## config.mk

```make
export PLATFORM = sky130hd
export DESIGN_NAME = accel_step_counter_unit
export DESIGN_NICKNAME = d
export VERILOG_FILES = /design/src/rtl/asc_pkg.sv /design/src/rtl/asc_mag.sv /design/src/rtl/asc_smooth.sv /design/src/rtl/asc_detect.sv /design/src/rtl/accel_step_counter_unit.sv
export SDC_FILE = /design/constraint.sdc
export NUM_CORES = 2
export LEC_CHECK = 0
export BUFFER_PORTS_ARGS = -buffer_cell sky130_fd_sc_hd__buf_2
export CORE_MARGIN = 4
export CORE_UTILIZATION = 37
export CTS_CLUSTER_SIZE = 25
export DETAILED_ROUTE_END_ITERATION = 10
export SETUP_SLACK_MARGIN = 0.5
export SLEW_MARGIN = 20
export SYNTH_ARGS = -nofsm -noshare
export SYNTH_HDL_FRONTEND = slang
export SYNTH_HIERARCHICAL = 1
export SYNTH_SLANG_ARGS = --single-unit
```

## constraint.sdc

```tcl
create_clock -name clk -period 16.5 [get_ports clk]
set_input_delay 0.825 -clock clk [delete_from_list [all_inputs] [get_ports clk]]
set_output_delay 0.825 -clock clk [all_outputs]
set_load 0.005 [all_outputs]
```

## src/rtl/asc_pkg.sv

```systemverilog
`default_nettype none
package asc_pkg;

	// smoothing window
	localparam int unsigned SMOOTH_TAPS = 5;
	localparam int unsigned HALF_TAPS   = SMOOTH_TAPS / 2;
	localparam int unsigned SMOOTH_DIV  = (HALF_TAPS + 1) * (HALF_TAPS + 1);
	localparam int unsigned TAP_AW      = $clog2(SMOOTH_TAPS);
	localparam int unsigned W_W         = $clog2(HALF_TAPS + 2);
	localparam int unsigned SM_ACC_W    = 16 + $clog2(SMOOTH_DIV);
	// reciprocal for the divide by SMOOTH_DIV, error under one count
	localparam int unsigned RECIP_SHIFT = SM_ACC_W + 4;
	localparam logic [RECIP_SHIFT-1:0] SM_RECIP =
		RECIP_SHIFT'((64'd1 << RECIP_SHIFT) / SMOOTH_DIV);

	// history ring
	localparam int unsigned HISTORY_DEPTH = 32;
	localparam int unsigned HIST_AW       = $clog2(HISTORY_DEPTH);
	localparam int unsigned DUR_W         = HIST_AW + 1;

	// configuration
	localparam int unsigned CFG_IDX_W  = 2;
	localparam int unsigned CFG_DATA_W = 12;
	localparam logic [CFG_IDX_W-1:0] CFG_INTERVAL_MIN = 2'd0;
	localparam logic [CFG_IDX_W-1:0] CFG_INTERVAL_MAX = 2'd1;
	localparam logic [CFG_IDX_W-1:0] CFG_AMP_FLOOR    = 2'd2;
	localparam logic [7:0]  INTERVAL_MIN_RST = 8'd10;
	localparam logic [7:0]  INTERVAL_MAX_RST = 8'd100;
	localparam logic [11:0] AMP_FLOOR_RST    = 12'd3;

	localparam logic [2:0] INC_NONE  = 3'd0;
	localparam logic [2:0] INC_ONE   = 3'd1;
	localparam logic [2:0] INC_SEVEN = 3'd7;

	typedef struct packed {
		logic [7:0]  interval_min;
		logic [7:0]  interval_max;
		logic [11:0] amp_floor;
	} cfg_t;

	// triangular weight of tap i, counted from the oldest sample
	function automatic logic [W_W-1:0] tap_weight(input logic [TAP_AW-1:0] i);
		int unsigned a;
		int unsigned b;
		a = int'(i) + 1;
		b = SMOOTH_TAPS - int'(i);
		return (a < b) ? W_W'(a) : W_W'(b);
	endfunction

endpackage
`default_nettype wire

```

## src/rtl/asc_mag.sv

```systemverilog
`default_nettype none
module asc_mag import asc_pkg::*; (
	input  wire logic        clk,
	input  wire logic        arst_n,
	input  wire logic        start,
	input  wire logic [15:0] accel_x,
	input  wire logic [15:0] accel_y,
	input  wire logic [15:0] accel_z,
	output logic             done,
	output logic [15:0]      magnitude
);

	typedef enum logic [2:0] {
		M_IDLE = 3'b001,
		M_SQ   = 3'b010,
		M_ROOT = 3'b100
	} mstate_t;

	mstate_t     state_q;
	logic [47:0] axes_q;
	logic [1:0]  axis_q;
	logic [3:0]  iter_q;
	logic [31:0] sum_q;
	logic [32:0] rem_q, root_q, bit_q;

	logic [15:0] v;
	logic [16:0] a;
	logic [33:0] sq;
	logic [32:0] trial;

	always_comb begin
		unique case (axis_q)
			2'd0:    v = axes_q[15:0];
			2'd1:    v = axes_q[31:16];
			default: v = axes_q[47:32];
		endcase
		a     = v[15] ? (17'h10000 - {1'b0, v}) : {1'b0, v};
		sq    = a * a;
		trial = root_q + bit_q;
	end

	always_ff @(posedge clk or negedge arst_n) begin
		if (!arst_n) begin
			state_q <= M_IDLE;
			axis_q  <= '0;
			iter_q  <= '0;
			done    <= 1'b0;
		end else begin
			done <= 1'b0;
			unique case (state_q)
				M_IDLE: begin
					if (start) begin
						axis_q  <= '0;
						state_q <= M_SQ;
					end
				end
				M_SQ: begin
					axis_q <= axis_q + 2'd1;
					if (axis_q == 2'd2) begin
						iter_q  <= '0;
						state_q <= M_ROOT;
					end
				end
				M_ROOT: begin
					iter_q <= iter_q + 4'd1;
					if (iter_q == 4'd15) begin
						done    <= 1'b1;
						state_q <= M_IDLE;
					end
				end
				default: state_q <= M_IDLE;
			endcase
		end
	end

	always_ff @(posedge clk) begin
		if (state_q == M_IDLE && start) begin
			axes_q <= {accel_z, accel_y, accel_x};
			sum_q  <= '0;
		end else if (state_q == M_SQ) begin
			sum_q <= sum_q + sq[31:0];
			if (axis_q == 2'd2) begin
				rem_q  <= {1'b0, sum_q + sq[31:0]};
				root_q <= '0;
				bit_q  <= 33'h040000000;
			end
		end else if (state_q == M_ROOT) begin
			if (rem_q >= trial) begin
				rem_q  <= rem_q - trial;
				root_q <= (root_q + (bit_q << 1)) >> 1;
			end else begin
				root_q <= root_q >> 1;
			end
			bit_q <= bit_q >> 2;
		end
	end

	assign magnitude = root_q[15:0];

endmodule
`default_nettype wire

```

## src/rtl/asc_smooth.sv

```systemverilog
`default_nettype none
module asc_smooth import asc_pkg::*; (
	input  wire logic        clk,
	input  wire logic        arst_n,
	input  wire logic        start,
	input  wire logic [15:0] magnitude,
	output logic             done,
	output logic [15:0]      smoothed
);

	typedef enum logic [3:0] {
		S_IDLE = 4'b0001,
		S_MAC  = 4'b0010,
		S_MUL  = 4'b0100,
		S_FIX  = 4'b1000
	} sstate_t;

	sstate_t                       state_q;
	logic [15:0]                   ring_q [SMOOTH_TAPS];
	logic [TAP_AW-1:0]             pos_q, idx_q, tap_q;
	logic [SM_ACC_W-1:0]           acc_q;
	logic [SM_ACC_W+RECIP_SHIFT-1:0] prod_q;
	logic [15:0]                   sm_q;

	logic [SM_ACC_W-1:0] q0;
	logic [SM_ACC_W-1:0] back;
	logic [TAP_AW-1:0]   pos_nx;

	always_comb begin
		q0     = prod_q[RECIP_SHIFT +: SM_ACC_W];
		back   = SM_ACC_W'(q0 * SMOOTH_DIV);
		pos_nx = (pos_q == TAP_AW'(SMOOTH_TAPS - 1)) ? '0 : pos_q + 1'b1;
	end

	always_ff @(posedge clk or negedge arst_n) begin
		if (!arst_n) begin
			state_q <= S_IDLE;
			pos_q   <= '0;
			idx_q   <= '0;
			tap_q   <= '0;
			done    <= 1'b0;
			for (int i = 0; i < SMOOTH_TAPS; i++) begin
				ring_q[i] <= '0;
			end
		end else begin
			done <= 1'b0;
			unique case (state_q)
				S_IDLE: begin
					if (start) begin
						ring_q[pos_q] <= magnitude;
						idx_q         <= pos_nx;
						tap_q         <= '0;
						state_q       <= S_MAC;
					end
				end
				S_MAC: begin
					idx_q <= (idx_q == TAP_AW'(SMOOTH_TAPS - 1)) ? '0 : idx_q + 1'b1;
					tap_q <= tap_q + 1'b1;
					if (tap_q == TAP_AW'(SMOOTH_TAPS - 1)) state_q <= S_MUL;
				end
				S_MUL: state_q <= S_FIX;
				S_FIX: begin
					pos_q   <= pos_nx;
					done    <= 1'b1;
					state_q <= S_IDLE;
				end
				default: state_q <= S_IDLE;
			endcase
		end
	end

	always_ff @(posedge clk) begin
		if (state_q == S_IDLE && start) begin
			acc_q <= '0;
		end else if (state_q == S_MAC) begin
			acc_q <= acc_q + SM_ACC_W'(ring_q[idx_q] * tap_weight(tap_q));
		end else if (state_q == S_MUL) begin
			prod_q <= acc_q * SM_RECIP;
		end else if (state_q == S_FIX) begin
			// reciprocal estimate is low by at most one
			if (acc_q - back >= SM_ACC_W'(SMOOTH_DIV)) sm_q <= 16'(q0 + 1'b1);
			else sm_q <= q0[15:0];
		end
	end

	assign smoothed = sm_q;

endmodule
`default_nettype wire

```

## src/rtl/asc_detect.sv

```systemverilog
`default_nettype none
module asc_detect import asc_pkg::*; (
	input  wire logic        clk,
	input  wire logic        arst_n,
	input  wire logic        start,
	input  wire logic [15:0] smoothed,
	input  wire cfg_t        cfg,
	output logic             done,
	output logic [2:0]       step_increment
);

	typedef enum logic [5:0] {
		D_IDLE = 6'b000001,
		D_WR   = 6'b000010,
		D_RA   = 6'b000100,
		D_RB   = 6'b001000,
		D_RC   = 6'b010000,
		D_CALC = 6'b100000
	} dstate_t;

	dstate_t              state_q;
	logic [15:0]          hist_mem [HISTORY_DEPTH];
	logic [HISTORY_DEPTH-1:0] valid_q;
	logic [15:0]          rd_q;
	logic                 rv_q;
	logic [HIST_AW-1:0]   spos_q, peak_q, valley_q;
	logic [15:0]          sm_q, prev_q, pk_q, vl_q;
	logic                 up_q;
	logic [3:0]           good_q;
	logic [7:0]           miss_q;
	logic [7:0]           lo_q, hi_q;
	logic [2:0]           inc_q;

	logic [HIST_AW-1:0] this_i, spos_nx, rd_addr;
	logic [15:0]        rd_val;
	logic [11:0]        now12, prev12, pk12, vl12;
	logic [15:0]        p2v, v2p;
	logic               up_nx, turn, pass;
	logic [DUR_W-1:0]   dur;
	logic [10:0]        dur_x, hi5;
	logic [21:0]        lo_p;
	logic               in_win;
	logic [3:0]         good_nx;
	logic [7:0]         miss_nx;

	always_comb begin
		this_i  = (spos_q == '0) ? HIST_AW'(HISTORY_DEPTH - 1) : spos_q - 1'b1;
		spos_nx = (spos_q == HIST_AW'(HISTORY_DEPTH - 1)) ? '0 : spos_q + 1'b1;
		unique case (state_q)
			D_WR:    rd_addr = this_i;
			D_RA:    rd_addr = peak_q;
			default: rd_addr = valley_q;
		endcase
		rd_val = rv_q ? rd_q : '0;

		now12  = sm_q[15:4];
		prev12 = prev_q[15:4];
		pk12   = pk_q[15:4];
		vl12   = vl_q[15:4];
		// swings wrap at 16 bits
		p2v    = {4'd0, pk12} - {4'd0, vl12};
		v2p    = {4'd0, prev12} - {4'd0, vl12};
		up_nx  = now12 > prev12;
		turn   = (prev12 != now12) && (up_q == (prev12 > now12));
		pass   = turn && !((p2v >> 2) > v2p) && (v2p > {4'd0, cfg.amp_floor});

		if (this_i > peak_q) dur = DUR_W'(this_i - peak_q);
		else dur = DUR_W'({1'b0, this_i} + DUR_W'(HISTORY_DEPTH) - {1'b0, peak_q});
		dur_x  = 11'(dur);
		hi5    = 11'((dur_x * 11'd5) >> 2);
		lo_p   = 22'(dur_x) * 22'd13108; // 4/5 as 4*3277 / 2^14
		in_win = (dur_x > {3'd0, lo_q}) && (dur_x < {3'd0, hi_q});
		good_nx = (good_q == 4'd15) ? good_q : good_q + 4'd1;
		miss_nx = (miss_q == 8'd255) ? miss_q : miss_q + 8'd1;
	end

	always_ff @(posedge clk) begin
		if (state_q == D_WR) hist_mem[spos_q] <= sm_q;
		rd_q <= hist_mem[rd_addr];
	end

	always_ff @(posedge clk or negedge arst_n) begin
		if (!arst_n) begin
			state_q  <= D_IDLE;
			valid_q  <= '0;
			rv_q     <= 1'b0;
			spos_q   <= '0;
			peak_q   <= '0;
			valley_q <= '0;
			up_q     <= 1'b0;
			good_q   <= '0;
			miss_q   <= '0;
			lo_q     <= INTERVAL_MIN_RST;
			hi_q     <= INTERVAL_MAX_RST;
			inc_q    <= INC_NONE;
			done     <= 1'b0;
		end else begin
			done <= 1'b0;
			rv_q <= valid_q[rd_addr];
			unique case (state_q)
				D_IDLE: if (start) state_q <= D_WR;
				D_WR: begin
					valid_q[spos_q] <= 1'b1;
					state_q         <= D_RA;
				end
				D_RA: state_q <= D_RB;
				D_RB: state_q <= D_RC;
				D_RC: state_q <= D_CALC;
				D_CALC: begin
					inc_q <= INC_NONE;
					if (turn) up_q <= up_nx;
					if (pass && up_nx) begin
						valley_q <= this_i;
					end else if (pass) begin
						peak_q <= this_i;
						if (in_win) begin
							lo_q   <= lo_p[21:14];
							hi_q   <= (hi5 > 11'd255) ? 8'd255 : hi5[7:0];
							good_q <= good_nx;
							miss_q <= '0;
							if (good_nx > 4'd7) inc_q <= INC_ONE;
							else if (good_nx == 4'd7) inc_q <= INC_SEVEN;
						end else begin
							miss_q <= miss_nx;
							if (miss_nx > 8'd2) begin
								lo_q   <= cfg.interval_min;
								hi_q   <= cfg.interval_max;
								good_q <= '0;
							end
						end
					end
					spos_q  <= spos_nx;
					done    <= 1'b1;
					state_q <= D_IDLE;
				end
				default: state_q <= D_IDLE;
			endcase
		end
	end

	always_ff @(posedge clk) begin
		if (state_q == D_IDLE && start) sm_q <= smoothed;
		if (state_q == D_RA) prev_q <= rd_val;
		if (state_q == D_RB) pk_q <= rd_val;
		if (state_q == D_RC) vl_q <= rd_val;
	end

	assign step_increment = inc_q;

endmodule
`default_nettype wire

```

## src/rtl/accel_step_counter_unit.sv

```systemverilog
// Each input passes in order through the squaring of the three axes, the serial
// square root, the window sum and divide, the history reads and decision, and the
// output handoff; a new input is accepted only after the previous result is loaded.
// Reset (arst_n low, asynchronous): the smoothing ring, the history valid bits and
// the counters clear; the interval window and configuration registers return to
// 10 and 100, and the amplitude floor to 3.
`default_nettype none
module accel_step_counter_unit import asc_pkg::*; (
	input  wire logic                  clk,
	input  wire logic                  arst_n,
	input  wire logic                  s_tvalid,
	output logic                       s_tready,
	input  wire logic [47:0]           s_tdata,  // accel_x, accel_y, accel_z
	output logic                       m_tvalid,
	input  wire logic                  m_tready,
	output logic [71:0]                m_tdata,  // magnitude, smoothed, step_increment, step_total
	input  wire logic                  cfg_we,
	input  wire logic [CFG_IDX_W-1:0]  cfg_index,
	input  wire logic [CFG_DATA_W-1:0] cfg_data
);

	typedef enum logic [4:0] {
		T_IDLE = 5'b00001,
		T_MAG  = 5'b00010,
		T_SM   = 5'b00100,
		T_DET  = 5'b01000,
		T_OUT  = 5'b10000
	} tstate_t;

	tstate_t     state_q;
	cfg_t        cfg_q;
	logic [31:0] total_q;
	logic        m_valid_q;
	logic [71:0] m_data_q;

	logic        accept;
	logic        mag_done, sm_done, det_done;
	logic [15:0] mag, sm;
	logic [2:0]  inc;
	logic        load;

	assign s_tready = (state_q == T_IDLE);
	assign accept   = s_tvalid && s_tready;
	assign load     = (state_q == T_OUT) && (!m_valid_q || m_tready);

	asc_mag u_mag (
		.clk       (clk),
		.arst_n    (arst_n),
		.start     (accept),
		.accel_x   (s_tdata[15:0]),
		.accel_y   (s_tdata[31:16]),
		.accel_z   (s_tdata[47:32]),
		.done      (mag_done),
		.magnitude (mag)
	);

	asc_smooth u_smooth (
		.clk       (clk),
		.arst_n    (arst_n),
		.start     (mag_done),
		.magnitude (mag),
		.done      (sm_done),
		.smoothed  (sm)
	);

	asc_detect u_detect (
		.clk            (clk),
		.arst_n         (arst_n),
		.start          (sm_done),
		.smoothed       (sm),
		.cfg            (cfg_q),
		.done           (det_done),
		.step_increment (inc)
	);

	always_ff @(posedge clk or negedge arst_n) begin
		if (!arst_n) begin
			state_q            <= T_IDLE;
			cfg_q.interval_min <= INTERVAL_MIN_RST;
			cfg_q.interval_max <= INTERVAL_MAX_RST;
			cfg_q.amp_floor    <= AMP_FLOOR_RST;
			total_q            <= '0;
			m_valid_q          <= 1'b0;
		end else begin
			if (cfg_we) begin
				unique case (cfg_index)
					CFG_INTERVAL_MIN: cfg_q.interval_min <= cfg_data[7:0];
					CFG_INTERVAL_MAX: cfg_q.interval_max <= cfg_data[7:0];
					CFG_AMP_FLOOR:    cfg_q.amp_floor    <= cfg_data;
					default: ;
				endcase
			end
			unique case (state_q)
				T_IDLE:  if (accept) state_q <= T_MAG;
				T_MAG:   if (mag_done) state_q <= T_SM;
				T_SM:    if (sm_done) state_q <= T_DET;
				T_DET: begin
					if (det_done) begin
						total_q <= total_q + {29'd0, inc};
						state_q <= T_OUT;
					end
				end
				T_OUT:   if (load) state_q <= T_IDLE;
				default: state_q <= T_IDLE;
			endcase
			if (load) m_valid_q <= 1'b1;
			else if (m_tready) m_valid_q <= 1'b0;
		end
	end

	always_ff @(posedge clk) begin
		if (load) m_data_q <= {5'd0, total_q, inc, sm, mag};
	end

	assign m_tvalid = m_valid_q;
	assign m_tdata  = m_data_q;

endmodule
`default_nettype wire

```

==> results.ini <==
[global_routing]
gr-total-overflow = 0
grt_antenna_before_repair = 1
grt_pass1_wl_um = 245000
grt_pass1_vias = 43300
track_usage = 0.171
grt_max_degree = 148

[floorplanning]
core-area_um2 = 170000
io_pins = 141
num_rows = 151
die-area_um2 = 178000
start_util = 0.373
die_y_um = 422
die_width_um = 422

[timing]
fin_setup_tns_ps = 0
hold_viol = 0
tightest_slew_ps = 1190
timing.slew.headroom = 0.202
slew_violations = 0
finClkSkew_ps = 45.6
setup-violations-final = 0
rsz0062_at_grt = no
max_freq_mhz = 98.3
finalCritPeriodShare = 0.616
fin_crit_ps = 10170

[clocking]
cts_buffers = 108
cts_tree = yes
cts.clk_slew.worst_paths_ps = 60
holdBufCountCts = 0
clock-root-buffer = clkbuf_16
cts_buffer_depth = 3
clock_latency_ps = 730
cts_resized = 0
h-tree-depth = 3
post_cts_buffers = 0
cts.sink_count = 981

[placement]
place_congestion = 0.900
dp_hpwl_um = 111000
port_buffers = 135

[worst_setup_path]
worst_path_max_delay_cell = nor2_2
critical-path-top-delay-family = adder cells
required_ps = 16930
crit_path_start_kind = flip-flop
crit_fanout = 17
cp-end-kind = flip-flop
crit_path_max_incr_delay_ps = 770
worstPathArrival_ps = 10600
path_class = flip-flop to flip-flop
path_buf_inv = 7

[yosys]
synth_area_leaders = edfxtp_1 31%, fa_1 12%, ha_1 10%
synth_edf_count = 661
yosysSeqAreaShare = 0.435
synthCells = 5699
yosys_warnings = 6
syn_avg_cell_area_um2 = 11.1
netlist_area_um2 = 63300
synthTopCellsByCount = 717 x inv_1, 661 x edfxtp_1, 606 x nand2_1
async_flop_share = 0.261
ys_seq_elements = 981
synth_top_area_frac = 0.313
yosys.area.top_type = edfxtp_1
synth-main-ff-cell = edfxtp_1
yosysMostFrequentCell = inv_1
synthDistinctLibCells = 115

[detailed_routing]
viasPerCell = 5.17
via_count = 42300
drt_drc_violations_left = 0
routed_wl_um = 152000
drtAntennaViolNets = 0
wire_per_inst_um = 18.6
drtPass1Iterations = 6
drt_iter0_drc = 3008

[cells_and_area]
final_layout_size_suffix_gt1_frac = 0.112
final_nets = 6820
area_growth_pct = 11.3
nFillCells = 15900

[job]
maxCapViolCount = 0

[outcome]
status = completed

[min_path]
hold_class = input pin to async pin

layout by cell type, fill, tap and decap left out, types with 49 or more instances in the layout:
cell type  count
a21o_1        84
a21oi_1      249
a31oi_1       70
and2_1        49
and3_1        55
buf_2        134
buf_4         78
clkbuf_16    108
dfrtp_1      240
dfxtp_1       64
edfxtp_1     661
fa_1         366
ha_1         520
inv_1        715
mux2_2       123
mux2i_1      127
nand2_1      606
nand3_1      106
nor2_1       283
nor3_1        57
o21ai_0      168
o22ai_1       51
xnor2_1      134
xor2_1        93
flip-flops by register name (all words and copies together), names as in the netlist, 16 cells and up:
register	flops
m_tdata	67
u_mag/rem_q	33
u_detect/hist_mem	384
u_mag/root_q	32
u_detect/valid_q	32
u_mag/axes_q	48
u_smooth/ring_q	80
u_mag/sum_q	32
u_smooth/acc_q	20
total_q	32
cfg_q	28
u_smooth/smoothed	16
u_smooth/prod_q	17
u_mag/bit_q	16
worst paths after layout:
path / start / end / slack, ps / cells after the start
setup / recovery: u_mag/axis_q[0]$_DFFE_PN0P_ / u_mag/rem_q[31]$_DFFE_PP_ / 6330 / 31
hold / removal: arst_n / cfg_q[9]$_DFFE_PN0P_ / 170 / 1
setup reg to reg: u_mag/axis_q[0]$_DFFE_PN0P_ / u_mag/rem_q[31]$_DFFE_PP_ / 6330 / 31
hold reg to reg: u_smooth/smoothed[3]$_DFFE_PP_ / m_tdata[19]$_DFFE_PP_ / 420 / 0
max in group asynchronous: arst_n / u_smooth/ring_q[60]$_DFFE_PN0P_ / 14860 / 2
min in group clk: s_tdata[35] / u_mag/axes_q[35]$_DFFE_PP_ / 300 / 1
metrics by stage:
stage,utilization,cells,setup slack [ps],area [um2],hold slack [ps]
after global placement,0.392,7973,6670,66600,411
final,0.415,8182,6330,70500,168
after detailed placement,0.392,7973,6380,66600,405
after CTS,0.415,8179,6360,70500,182
after floorplan,-,5739,8210,63500,400
after global routing,0.415,8182,5640,70500,203
cells by family (layout without fill, tap and decap cells):
logic type,after synthesis,in the layout,share of synthesized area
adders and majority gates,886,886,0.218
other,3,44,0.000178
xor gates and xnor gates,231,231,0.0327
and+or+nand+nor,1477,1477,0.112
buffers and inverters,920,1144,0.0592
muxes,251,251,0.0422
AOI/OAI and AO/OA,950,950,0.100
DFF,981,981,0.435
worst register-to-register path, delay by kind of cell, from the launching register on:
| family | cells | cell delay, ps |
|---|---|---|
| AOI/OAI and AO/OA | 8 | 2360 |
| DFF | 1 | 390 |
| buffers and inverters | 7 | 890 |
| xor gates and xnor gates | 2 | 790 |
| muxes | 1 | 100 |
| and+or+nand+nor | 4 | 1210 |
| adders and majority gates | 9 | 4180 |
area by class of cell:
| cell class | instances | area [um2] | share of cell area |
|---|---|---|---|
| diodes | 1 | 2.50 | 0.0000355 |
| clock buffers | 134 | 2920 | 0.0414 |
| clock inverters | 72 | 906 | 0.0128 |
| inverters | 723 | 2720 | 0.0385 |
| multi-input cells | 3838 | 32300 | 0.458 |
| flip-flops and latches | 981 | 27600 | 0.391 |
| well taps | 2218 | 2780 | 0.0394 |
| repair buffers | 215 | 1300 | 0.0185 |
layer usage:
metal | global-route usage | routed length [um]
met1 | 0.232 | 68400
met2 | 0.288 | 73300
met3 | 0.0221 | 6510
met4 | 0.0511 | 4190
met5 | 0 | 0
Power is left out: the tool's default activity adds up to more than one toggle a clock period on the data nets, which glitch-free logic cannot reach.
